### config.mk
export PLATFORM = sky130hd
export DESIGN_NAME = binary_closing_3x3
export DESIGN_NICKNAME = d
export VERILOG_FILES = /design/src/sv/clos_pkg.sv /design/src/sv/binary_closing_3x3.sv /design/src/sv/clos_line_buf.sv /design/src/sv/clos_win.sv
export SDC_FILE = /design/constraint.sdc
export NUM_CORES = 2
export LEC_CHECK = 0
export ABC_CLOCK_PERIOD_IN_PS = 67400
export BUFFER_PORTS_ARGS = -buffer_cell sky130_fd_sc_hd__buf_2
export CAP_MARGIN = 10
export CELL_PAD_IN_SITES_DETAIL_PLACEMENT = 1
export CELL_PAD_IN_SITES_GLOBAL_PLACEMENT = 2
export CORE_MARGIN = 2
export CORE_UTILIZATION = 34
export DETAILED_ROUTE_END_ITERATION = 10
export PLACE_DENSITY = 0.62
export SETUP_SLACK_MARGIN = 0.3
export SLEW_MARGIN = 10
export SYNTH_ARGS = -nofsm -noshare
export SYNTH_HDL_FRONTEND = slang
export SYNTH_SLANG_ARGS = --single-unit
### constraint.sdc
create_clock -name aclk -period 67.4 [get_ports aclk]
set_clock_uncertainty 0.15 [all_clocks]
set_input_delay 16.85 -clock aclk [delete_from_list [all_inputs] [get_ports aclk]]
set_output_delay 16.85 -clock aclk [all_outputs]
set_load 0.02 [all_outputs]
### src/sv/clos_pkg.sv
// ----------------------------------------------------------------------------
// clos_pkg: shared types and constants for the binary 3x3 closing block
// Register indexes, stream field codes, frame size reset values and the
// border mask that travels from the position counters to the window units.
// ----------------------------------------------------------------------------
package clos_pkg;

    // Configuration register widths and indexes
    localparam int CFG_W_BITS    = 11;
    localparam int CFG_H_BITS    = 13;
    localparam int CFG_DATA_BITS = 13;
    localparam int CFG_IDX_BITS  = 1;

    localparam logic [CFG_IDX_BITS-1:0] REG_IMAGE_WIDTH  = 1'b0;
    localparam logic [CFG_IDX_BITS-1:0] REG_IMAGE_HEIGHT = 1'b1;

    localparam logic [CFG_W_BITS-1:0] RESET_WIDTH  = 11'd640;
    localparam logic [CFG_H_BITS-1:0] RESET_HEIGHT = 13'd480;

    // Stream words
    localparam int TDATA_BITS = 8;
    localparam logic OP_FLUSH = 1'b1;

    // Which sides of a 3x3 window fall outside the image
    typedef struct packed {
        logic top;
        logic bottom;
        logic left;
        logic right;
    } win_mask_t;

endpackage

### src/sv/binary_closing_3x3.sv
// Latency: a closed pixel is registered on the word that brings input pixel k+2W+2
//   and is offered on the master side in the next cycle.
// Throughput: one word per cycle while the master side takes results;
//   frames with W*H below 2W+3 hold s_tready low at frame end until output catches up.
// Reset: aresetn is synchronous, active low; counters, size registers and the
//   valid flag reset, while line memories and data registers keep their contents.
// ----------------------------------------------------------------------------
// binary_closing_3x3: streaming 3x3 morphological closing of a binary image
// Dilation and erosion run back to back in raster order over two row-delay
// memories; flush words drain the last 2W+2 pixels of each frame.
// ----------------------------------------------------------------------------
module binary_closing_3x3
    import clos_pkg::*;
#(
    parameter int MAX_WIDTH  = 1024,
    parameter int MAX_HEIGHT = 4096
) (
    input  logic                     aclk,
    input  logic                     aresetn,
    input  logic                     s_tvalid,
    output logic                     s_tready,
    input  logic [TDATA_BITS-1:0]    s_tdata,   // [0] pixel_in, rest zero
    input  logic                     s_tuser,   // [0] opcode
    output logic                     m_tvalid,
    input  logic                     m_tready,
    output logic [TDATA_BITS-1:0]    m_tdata,   // [0] pixel_out, rest zero
    output logic                     m_tlast,   // last_of_frame
    input  logic                     cfg_wr_en,
    input  logic [CFG_IDX_BITS-1:0]  cfg_addr,
    input  logic [CFG_DATA_BITS-1:0] cfg_wdata
);

    localparam int COL_BITS  = $clog2(MAX_WIDTH);
    localparam int WEFF_BITS = $clog2(MAX_WIDTH + 1);
    localparam int ROW_BITS  = $clog2(MAX_HEIGHT);
    localparam int FILL_BITS = $clog2(2 * MAX_WIDTH + 3);

    function automatic int eff_w(input logic [CFG_W_BITS-1:0] raw);
        int v;
        v = int'(raw);
        if (v == 0) begin
            v = 1;
        end else if (v > MAX_WIDTH) begin
            v = MAX_WIDTH;
        end
        return v;
    endfunction

    function automatic int eff_h(input logic [CFG_H_BITS-1:0] raw);
        int v;
        v = int'(raw);
        if (v == 0) begin
            v = 1;
        end else if (v > MAX_HEIGHT) begin
            v = MAX_HEIGHT;
        end
        return v;
    endfunction

    // Configuration and derived frame geometry
    logic [CFG_W_BITS-1:0] cfg_width_reg, cfg_width_next;
    logic [CFG_H_BITS-1:0] cfg_height_reg, cfg_height_next;
    logic [WEFF_BITS-1:0]  w_eff_reg;
    logic [COL_BITS-1:0]   w_last_reg;
    logic [ROW_BITS-1:0]   h_last_reg;
    logic [FILL_BITS-1:0]  thr_reg;
    int                    w_int;
    int                    h_int;

    // Frame control
    logic [COL_BITS-1:0]  in_col_reg;
    logic [ROW_BITS-1:0]  in_row_reg;
    logic                 done_reg;
    logic                 pend_reg;
    logic [FILL_BITS-1:0] fill_reg;
    logic [COL_BITS-1:0]  dil_col_reg;
    logic [ROW_BITS-1:0]  dil_row_reg;
    logic [COL_BITS-1:0]  out_col_reg;
    logic [ROW_BITS-1:0]  out_row_reg;

    // Output register
    logic m_valid_reg;
    logic m_pix_reg;
    logic m_last_reg;

    logic                out_free;
    logic                in_acc;
    logic                caught_up;
    logic                pix_item;
    logic                drain_item;
    logic                catch_step;
    logic                pend_fire;
    logic                step;
    logic                emit;
    logic                in_last;
    logic                out_last;
    logic                frame_clr;
    logic                col_wrap;
    logic [COL_BITS-1:0] col_adv;
    logic [COL_BITS-1:0] lb_rd_addr;
    logic                pix_bit;
    logic                dil_active;
    win_mask_t           dil_mask;
    win_mask_t           ero_mask;
    logic [1:0]          in_rd;
    logic [1:0]          dil_rd;
    logic [2:0]          in_vec;
    logic [2:0]          dil_vec;
    logic                dil_bit;
    logic                close_bit;

    // Decode register writes
    always_comb begin
        cfg_width_next  = cfg_width_reg;
        cfg_height_next = cfg_height_reg;
        if (!aresetn) begin
            cfg_width_next  = RESET_WIDTH;
            cfg_height_next = RESET_HEIGHT;
        end else if (cfg_wr_en) begin
            unique case (cfg_addr)
                REG_IMAGE_WIDTH: begin
                    cfg_width_next = cfg_wdata[CFG_W_BITS-1:0];
                end
                REG_IMAGE_HEIGHT: begin
                    cfg_height_next = cfg_wdata[CFG_H_BITS-1:0];
                end
                default: begin
                end
            endcase
        end
        w_int = eff_w(cfg_width_next);
        h_int = eff_h(cfg_height_next);
    end

    // Hold registers and the clamped geometry they imply
    always_ff @(posedge aclk) begin
        cfg_width_reg  <= cfg_width_next;
        cfg_height_reg <= cfg_height_next;
        w_eff_reg      <= WEFF_BITS'(w_int);
        w_last_reg     <= COL_BITS'(w_int - 1);
        h_last_reg     <= ROW_BITS'(h_int - 1);
        thr_reg        <= FILL_BITS'(2 * w_int + 2);
    end

    // Handshake and step control
    always_comb begin
        out_free   = !m_valid_reg || m_tready;
        s_tready   = !pend_reg && out_free;
        in_acc     = s_tvalid && s_tready;
        caught_up  = (fill_reg == thr_reg);
        pix_item   = in_acc && (s_tuser != OP_FLUSH) && !done_reg;
        drain_item = in_acc && done_reg;
        catch_step = pend_reg && !caught_up;
        pend_fire  = pend_reg && caught_up && out_free;
        step       = pix_item || drain_item || catch_step || pend_fire;
        emit       = step && caught_up;
        in_last    = (in_row_reg == h_last_reg) && (in_col_reg == w_last_reg);
        out_last   = (out_row_reg == h_last_reg) && (out_col_reg == w_last_reg);
        frame_clr  = cfg_wr_en || (emit && out_last);
        col_wrap   = (in_col_reg == w_last_reg);
        col_adv    = col_wrap ? '0 : in_col_reg + 1'b1;
        lb_rd_addr = frame_clr ? '0 : (step ? col_adv : in_col_reg);
        pix_bit    = pix_item ? s_tdata[0] : 1'b0;
        dil_active = fill_reg > FILL_BITS'(w_eff_reg);
    end

    // Border masks for the dilation and erosion centers
    always_comb begin
        dil_mask.top    = (dil_row_reg == '0);
        dil_mask.bottom = (dil_row_reg == h_last_reg);
        dil_mask.left   = (dil_col_reg == '0);
        dil_mask.right  = (dil_col_reg == w_last_reg);
        ero_mask.top    = (out_row_reg == '0);
        ero_mask.bottom = (out_row_reg == h_last_reg);
        ero_mask.left   = (out_col_reg == '0);
        ero_mask.right  = (out_col_reg == w_last_reg);
    end

    // Advance the position counters
    always_ff @(posedge aclk) begin
        if (!aresetn || frame_clr) begin
            in_col_reg  <= '0;
            in_row_reg  <= '0;
            done_reg    <= 1'b0;
            pend_reg    <= 1'b0;
            fill_reg    <= '0;
            dil_col_reg <= '0;
            dil_row_reg <= '0;
            out_col_reg <= '0;
            out_row_reg <= '0;
        end else begin
            if (step) begin
                in_col_reg <= col_adv;
                if (!caught_up) begin
                    fill_reg <= fill_reg + 1'b1;
                end
                if (dil_active) begin
                    if (dil_col_reg == w_last_reg) begin
                        dil_col_reg <= '0;
                        dil_row_reg <= dil_row_reg + 1'b1;
                    end else begin
                        dil_col_reg <= dil_col_reg + 1'b1;
                    end
                end
            end
            if (pix_item && col_wrap) begin
                in_row_reg <= in_row_reg + 1'b1;
            end
            if (pix_item && in_last) begin
                done_reg <= 1'b1;
                if (!caught_up) begin
                    pend_reg <= 1'b1;
                end
            end
            if (pend_fire) begin
                pend_reg <= 1'b0;
            end
            if (emit) begin
                if (out_col_reg == w_last_reg) begin
                    out_col_reg <= '0;
                    out_row_reg <= out_row_reg + 1'b1;
                end else begin
                    out_col_reg <= out_col_reg + 1'b1;
                end
            end
        end
    end

    // Input rows: entry holds {row above-above, row above}
    clos_line_buf #(
        .DEPTH     (MAX_WIDTH),
        .DATA_BITS (2)
    ) u_in_lb (
        .aclk    (aclk),
        .wr_en   (step),
        .wr_addr (in_col_reg),
        .wr_data ({in_rd[0], pix_bit}),
        .rd_addr (lb_rd_addr),
        .rd_data (in_rd)
    );

    assign in_vec = {in_rd[1], in_rd[0], pix_bit};

    clos_win u_dil_win (
        .aclk     (aclk),
        .shift_en (step),
        .col_in   (in_vec),
        .mask     (dil_mask),
        .erode    (1'b0),
        .result   (dil_bit)
    );

    // Dilated rows
    clos_line_buf #(
        .DEPTH     (MAX_WIDTH),
        .DATA_BITS (2)
    ) u_dil_lb (
        .aclk    (aclk),
        .wr_en   (step),
        .wr_addr (in_col_reg),
        .wr_data ({dil_rd[0], dil_bit}),
        .rd_addr (lb_rd_addr),
        .rd_data (dil_rd)
    );

    assign dil_vec = {dil_rd[1], dil_rd[0], dil_bit};

    clos_win u_ero_win (
        .aclk     (aclk),
        .shift_en (step),
        .col_in   (dil_vec),
        .mask     (ero_mask),
        .erode    (1'b1),
        .result   (close_bit)
    );

    // Hold the result word until the master side takes it
    always_ff @(posedge aclk) begin
        if (!aresetn) begin
            m_valid_reg <= 1'b0;
        end else if (emit) begin
            m_valid_reg <= 1'b1;
        end else if (m_tready) begin
            m_valid_reg <= 1'b0;
        end
    end

    always_ff @(posedge aclk) begin
        if (emit) begin
            m_pix_reg  <= close_bit;
            m_last_reg <= out_last;
        end
    end

    assign m_tvalid = m_valid_reg;
    assign m_tdata  = {{(TDATA_BITS-1){1'b0}}, m_pix_reg};
    assign m_tlast  = m_last_reg;

endmodule

### src/sv/clos_line_buf.sv
// ----------------------------------------------------------------------------
// clos_line_buf: one-row delay memory
// Written at the current column, read one column ahead so the registered
// read word is ready for the next pixel; a same-address write is bypassed.
// ----------------------------------------------------------------------------
module clos_line_buf #(
    parameter int DEPTH     = 1024,
    parameter int DATA_BITS = 2
) (
    input  logic                         aclk,
    input  logic                         wr_en,
    input  logic [$clog2(DEPTH)-1:0]     wr_addr,
    input  logic [DATA_BITS-1:0]         wr_data,
    input  logic [$clog2(DEPTH)-1:0]     rd_addr,
    output logic [DATA_BITS-1:0]         rd_data
);

    logic [DATA_BITS-1:0] mem [DEPTH];
    logic [DATA_BITS-1:0] rd_data_reg;

    // Write the new column word
    always_ff @(posedge aclk) begin
        if (wr_en) begin
            mem[wr_addr] <= wr_data;
        end
    end

    // Prefetch the next column, forwarding a write to the same entry
    always_ff @(posedge aclk) begin
        if (wr_en && (wr_addr == rd_addr)) begin
            rd_data_reg <= wr_data;
        end else begin
            rd_data_reg <= mem[rd_addr];
        end
    end

    assign rd_data = rd_data_reg;

endmodule

### src/sv/clos_win.sv
// ----------------------------------------------------------------------------
// clos_win: 3x3 binary window operator
// Holds the left and center column vectors, takes the right one live, and
// reduces the nine cells by OR (dilate) or AND (erode) with border cells
// forced to the identity of the operation.
// ----------------------------------------------------------------------------
module clos_win
    import clos_pkg::*;
(
    input  logic      aclk,
    input  logic      shift_en,
    input  logic [2:0] col_in,   // [2] row above, [1] center row, [0] row below
    input  win_mask_t mask,
    input  logic      erode,
    output logic      result
);

    logic [2:0] left_reg;
    logic [2:0] cen_reg;
    logic [2:0] row_off;
    logic [2:0] fill;
    logic [2:0] left_m;
    logic [2:0] cen_m;
    logic [2:0] right_m;

    // Advance the column window by one pixel
    always_ff @(posedge aclk) begin
        if (shift_en) begin
            left_reg <= cen_reg;
            cen_reg  <= col_in;
        end
    end

    // Force cells outside the image to the neutral value
    always_comb begin
        row_off = {mask.top, 1'b0, mask.bottom};
        fill    = {3{erode}};
        left_m  = mask.left  ? fill : ((left_reg & ~row_off) | (fill & row_off));
        cen_m   = (cen_reg & ~row_off) | (fill & row_off);
        right_m = mask.right ? fill : ((col_in & ~row_off) | (fill & row_off));
        result  = erode ? (&{left_m, cen_m, right_m}) : (|{left_m, cen_m, right_m});
    end

endmodule

## After elaboration in Yosys (flattened, before gate mapping)

Memory sizes are Yosys's and may differ from the RTL's. A register that Yosys moved wholly into a read port is not among the register bits.
Index checks and enable logic that the tools add are counted.

- Register bits: 164
- Memory bits (writable): 4096
- Output and inout bits: 11
- Memories kept: 2

- Add/subtract/negate cells: 10
- Magnitude comparators: 3
- Equality and inequality tests: 7
- Muxes and demuxes: 24
- Bitwise gates (word level): 13
- Reduce and logical (&&, ||, !) cells: 40

Memory list:

| memory | words | bits a word | read ports | clocked after memory_dff | write ports | RTL line | text |
|---|---|---|---|---|---|---|---|
| u_dil_lb.mem | 1024 | 2 | 1 | 1 | 1 | clos_line_buf.sv:18 | `logic [DATA_BITS-1:0] mem [DEPTH];` |
| u_in_lb.mem | 1024 | 2 | 1 | 1 | 1 | clos_line_buf.sv:18 |  |

Operators by type and width:

| kind | number |
|---|---|
| 2-to-1 mux 11 bit | 5 |
| 2-to-1 mux 10 bit | 5 |
| adder 12 x 1 -> 12 bit, second input constant | 4 |
| == test 12 bit | 4 |
| 2-to-1 mux 13 bit | 3 |
| adder 10 x 1 -> 10 bit, second input constant | 3 |
| == test 10 bit | 3 |
| logical NOT 12 bit | 2 |
| 2-to-1 mux 12 bit | 2 |
| logical NOT 10 bit | 2 |
| bitwise AND 3 bit | 6 |
| logical AND 1 bit | 14 |
| greater-than comparator 13 bit, second input constant | 1 |
| logical NOT 13 bit | 1 |
| adder 12 x 3 -> 12 bit, second input constant | 1 |
| greater-than comparator 12 x 11 -> 1 bit | 1 |
| 2-to-1 mux 3 bit | 4 |
| subtractor 12 x 2 -> 12 bit, second input constant | 1 |
| greater-than comparator 11 bit, second input constant | 1 |
| logical NOT 11 bit | 1 |
| subtractor 10 x 2 -> 10 bit, second input constant | 1 |
| bitwise OR 3 bit | 3 |
| AND reduction 9 bit | 1 |
| OR reduction 9 bit | 1 |
| 9 further kinds | 27 |

## Logic depth before layout (Yosys ltp)

- Depth in word-level cells: 14
- Gate-level depth with buffers: 17
- Depth with buffers taken out: 12

## Cells and area by module

A second synthesis with hierarchy kept.

- Cells, all modules: 10586
- Area, all modules: 176536.8 um^2

Modules (own cells, without submodules):

| module | times used | cells an instance | area an instance (um^2) |
|---|---|---|---|
| clos_line_buf | 2 | 4801 | 83918.0 |
| binary_closing_3x3 | 1 | 946 | 8102.8 |
| clos_win | 2 | 19 | 299.0 |

## Least setup slack after synthesis

No wires, ideal clock.

- Path kind: input to register
- Start: input m_tready
- End: memory u_dil_lb.mem[0][0], data pin
- Arrival time: 42.066 ns
- Data required time: 64.760 ns
- Slack: 22.694 ns
- Cell stages on the path: 9
- Buffers on the path: 0
- Path through: nand2b_1 > nand2_1 > nor4_1 > and2_1 > nor2b_1 > nor2_1 > nand4_1 > a32oi_2 > inv_1

- Cells in the longest elaborated chain, start to end: 9

RTL lines:

| item | RTL line | text |
|---|---|---|
| start, declared | binary_closing_3x3.sv:25 | `input logic m_tready,` |
| logical OR 1 bit | binary_closing_3x3.sv:147 | `out_free = !m_valid_reg \|\| m_tready;` |
| logical AND 1 bit | binary_closing_3x3.sv:148 | `s_tready = !pend_reg && out_free;` |
| logical AND 1 bit | binary_closing_3x3.sv:149 | `in_acc = s_tvalid && s_tready;` |
| logical AND 1 bit (2 in a row) | binary_closing_3x3.sv:151 | `pix_item = in_acc && (s_tuser != OP_FLUSH) && !done_reg;` |
| 2-to-1 mux 1 bit | binary_closing_3x3.sv:163 | `pix_bit = pix_item ? s_tdata[0] : 1'b0;` |
| via pix_bit | binary_closing_3x3.sv:101 | `logic pix_bit;` |
| bitwise AND 3 bit | clos_win.sv:40 | `right_m = mask.right ? fill : ((col_in & ~row_off) \| (fill & row_off));` |
| 2-to-1 mux 3 bit | clos_win.sv:40 |  |
| OR reduction 9 bit | clos_win.sv:41 | `result = erode ? (&{left_m, cen_m, right_m}) : (\|{left_m, cen_m, right_m});` |
| via dil_bit | binary_closing_3x3.sv:109 | `logic dil_bit;` |
| end, declared | clos_line_buf.sv:18 |  |

The timed path passes the listed nets, and every way through them passes these cells.

## Worst setup path in the final report

- Start: input m_tready
- End: output s_tready

- Cells in the longest elaborated chain, start to end: 2

RTL lines:

| item | RTL line | text |
|---|---|---|
| logical OR 1 bit | binary_closing_3x3.sv:147 |  |
| logical AND 1 bit | binary_closing_3x3.sv:148 |  |
| end, declared | binary_closing_3x3.sv:21 | `output logic s_tready,` |

No other way between the ends.

==> metrics.yaml <==
clock_network:
  cts_hold_buf: 0
  clock-sinks: 4267
  cts.repair.resized: 0
  cts_buffers: 452
  post_cts_buffers: 0
  clk_path_buf_depth: 4
  h-tree-depth: 5
  cts.clk_slew.worst_paths_ps: 70
  clkLatencyLatePin_ps: 1050
  clockRootBuffer: "clkbuf_16"
  tritoncts: "yes"
synthesis:
  async_reset_ff_frac: 0
  postSynthAreaPerCell_um2: 18.7
  yosys_warnings: 0
  ys_top_cells_by_area: "edfxtp_1, mux4_2, nor2_1"
  netlist-cell-type-count: 91
  synth-seq-cells: 4267
  syn-cell-area_um2: 170000
  synth_edf_count: 4110
  synth-seq-area-share: 0.746
  synthFlopType: "edfxtp_1"
  yosys.area.top_type: "edfxtp_1"
  synthCells: 9076
  yosysTopAreaCellShare: 0.727
floorplan:
  start_util: 0.341
  design.die.area_um2: 505000
  dieWidth_um: 710
  rows: 259
  coreArea_um2: 497000
  io_pins: 39
  die_y_um: 710
setup_path:
  cp-start-kind: "input pin"
  crit_required_ps: 50400
  critical_path.cell_chain: "buf_2 -> nor2b_1 -> nor2_1 -> buf_2"
  critPathBufInv: 2
  cp_max_fo: 3
  cpLargestDelayFamily: "buffers and inverters"
  slowest_delay_ps: 190
  slowest_stage: "nor2b_1"
  arrival_ps: 17380
  worstSetupPathType: "input pin to output pin"
  crit_path_end_kind: "output pin"
  path_common_cell: "buf_2"
route:
  vias: 91900
  drtIter0Drc: 11600
  wl_per_cell_um: 35.8
  dr.pass1.iters: 6
  totalWireLength_um: 581000
  drtAntennaViolNets: 0
  vias_per_cell: 5.66
  drc: 0
place:
  hpwl_um: 343000
  port_buffers: 24
  gp_congestion: 0.821
final_layout:
  layout_common_cells: "edfxtp_1, nor2_1, mux4_2, clkbuf_16, mux2i_1"
  drive_above_1_share: 0.205
  synthToLayoutAreaGrowth_pct: 13.2
  nets: 9251
  num-fill-cells: 48200
  layout_commonest_cell: "edfxtp_1"
sta:
  setup_viol: 0
  setup_tns_ps: 0
  max_freq_mhz: 29.1
  fin_crit_ps: 34380
  hold_slack_ps: 301
  worst_slew_pin_slew_ps: 1310
  maxSlewViolCount: 0
  hold_violations: 0
  slew_headroom: 0.123
  period_share: 0.510
  rsz0062_at_grt: "false"
min_path:
  min_path_type: "flop to flop"
global_routing:
  grt_use_total: 0.227
  antenna_found_initial: 62
  grt_max_degree: 230
  gr-total-overflow: 0
  grt_pass1_wl_um: 800000
  grt_pass1_vias: 94800
run:
  cap_viol_max_count: 0
status:
  status: "finished, final reports clean"
pwr:
  p_leak_uw: 0.0554
  powerDensity_nw_per_um2: 28.7
  ir_worst_vdd_v: 0.0000213
layout make-up:
| type | count | area (µm²) | area share |
|---|---|---|---|
| Sequential cell | 4267 | 127000 | 0.659 |
| Clock buffer | 558 | 11800 | 0.0615 |
| Tap cell | 6655 | 8330 | 0.0433 |
| Multi-Input combinational cell | 4123 | 40000 | 0.208 |
| Clock inverter | 265 | 2680 | 0.0140 |
| Inverter | 55 | 221 | 0.00115 |
| Timing Repair Buffer | 296 | 2420 | 0.0126 |
| Antenna cell | 10 | 25.0 | 0.000130 |
where the power goes:
group | internal (µW) | leakage, µW | total (µW) | switching [µW]
clock network | 1410 | 0.00705 | 2480 | 1070
logic | 46.6 | 0.0118 | 136 | 89.8
registers | 2900 | 0.0366 | 2910 | 4.89
final timing paths:
kind	from	to	slack, ps	cells after the start
worst min register to register	u_ero_win.cen_reg[0]	u_ero_win.left_reg[0]	300	0
worst max register to register	flop	u_in_lb.mem[531][1]	56590	16
worst max-delay path	m_tready	s_tready	33020	4
worst min-delay path	u_ero_win.cen_reg[0]	u_ero_win.left_reg[0]	300	0
metrics by stage:
step,instances,total power (µW),instance area [µm²],util,setup WS (ps)
3_5_place_dp,15400,3100,178000,0.357,33000
6_report,16200,5520,192000,0.386,33020
2_1_floorplan,9082,3100,170000,-,22690
5_1_grt,16200,5650,192000,0.386,32970
4_1_cts,16200,5560,192000,0.386,33000
3_3_place_gp,15400,3100,178000,0.357,33030
kinds of logic (layout without fill, tap and decap cells):
logic type | count (synthesis) | after routing | synth area share
fa+ha+maj | 28 | 28 | 0.00207
compound gates | 800 | 800 | 0.0330
other cells | 1 | 17 | 0.0000221
flops | 4267 | 4267 | 0.746
mux | 1266 | 1266 | 0.142
simple gates | 1871 | 1871 | 0.0475
xor+xnor | 151 | 151 | 0.00780
buf+inv | 692 | 1174 | 0.0220
worst register-to-register path: cells and delay by family (launching register included):
family                 cells  cell delay [ps]
buffers and inverters      8             6170
AND/OR/NAND/NOR            3             1420
AO/OA/AOI/OAI              3             1330
flip-flops                 1              610
multiplexers               2              540
synth_stat cells, types with 26 or more instances:
library cell	n
clkbuf_1	355
buf_6	52
ha_1	28
xnor2_1	55
a21oi_1	129
and2_1	37
and3_1	27
a22oi_1	197
buf_2	132
inv_1	49
nor3_1	47
xor2_1	96
nand2b_1	29
a31oi_1	28
nor2b_1	30
edfxtp_1	4110
buf_4	55
a22o_1	26
nor4_1	39
o22ai_1	103
mux2i_1	340
nor2_1	1182
nand3_1	102
dfxtp_1	157
o21ai_0	84
nand2_1	250
nand4_1	47
mux4_2	905
o221ai_1	77
per-layer routing:
layer | wire length, µm | vias to the layer above | global-route usage
met5 | 55 | - | 0
met2 | 279000 | 4070 | 0.372
met3 | 45000 | 747 | 0.0367
met1 | 237000 | 50300 | 0.313
met4 | 19300 | 8 | 0.0671
li1 | - | 36800 | -
Note: power is estimated with default switching activity, not from simulation.
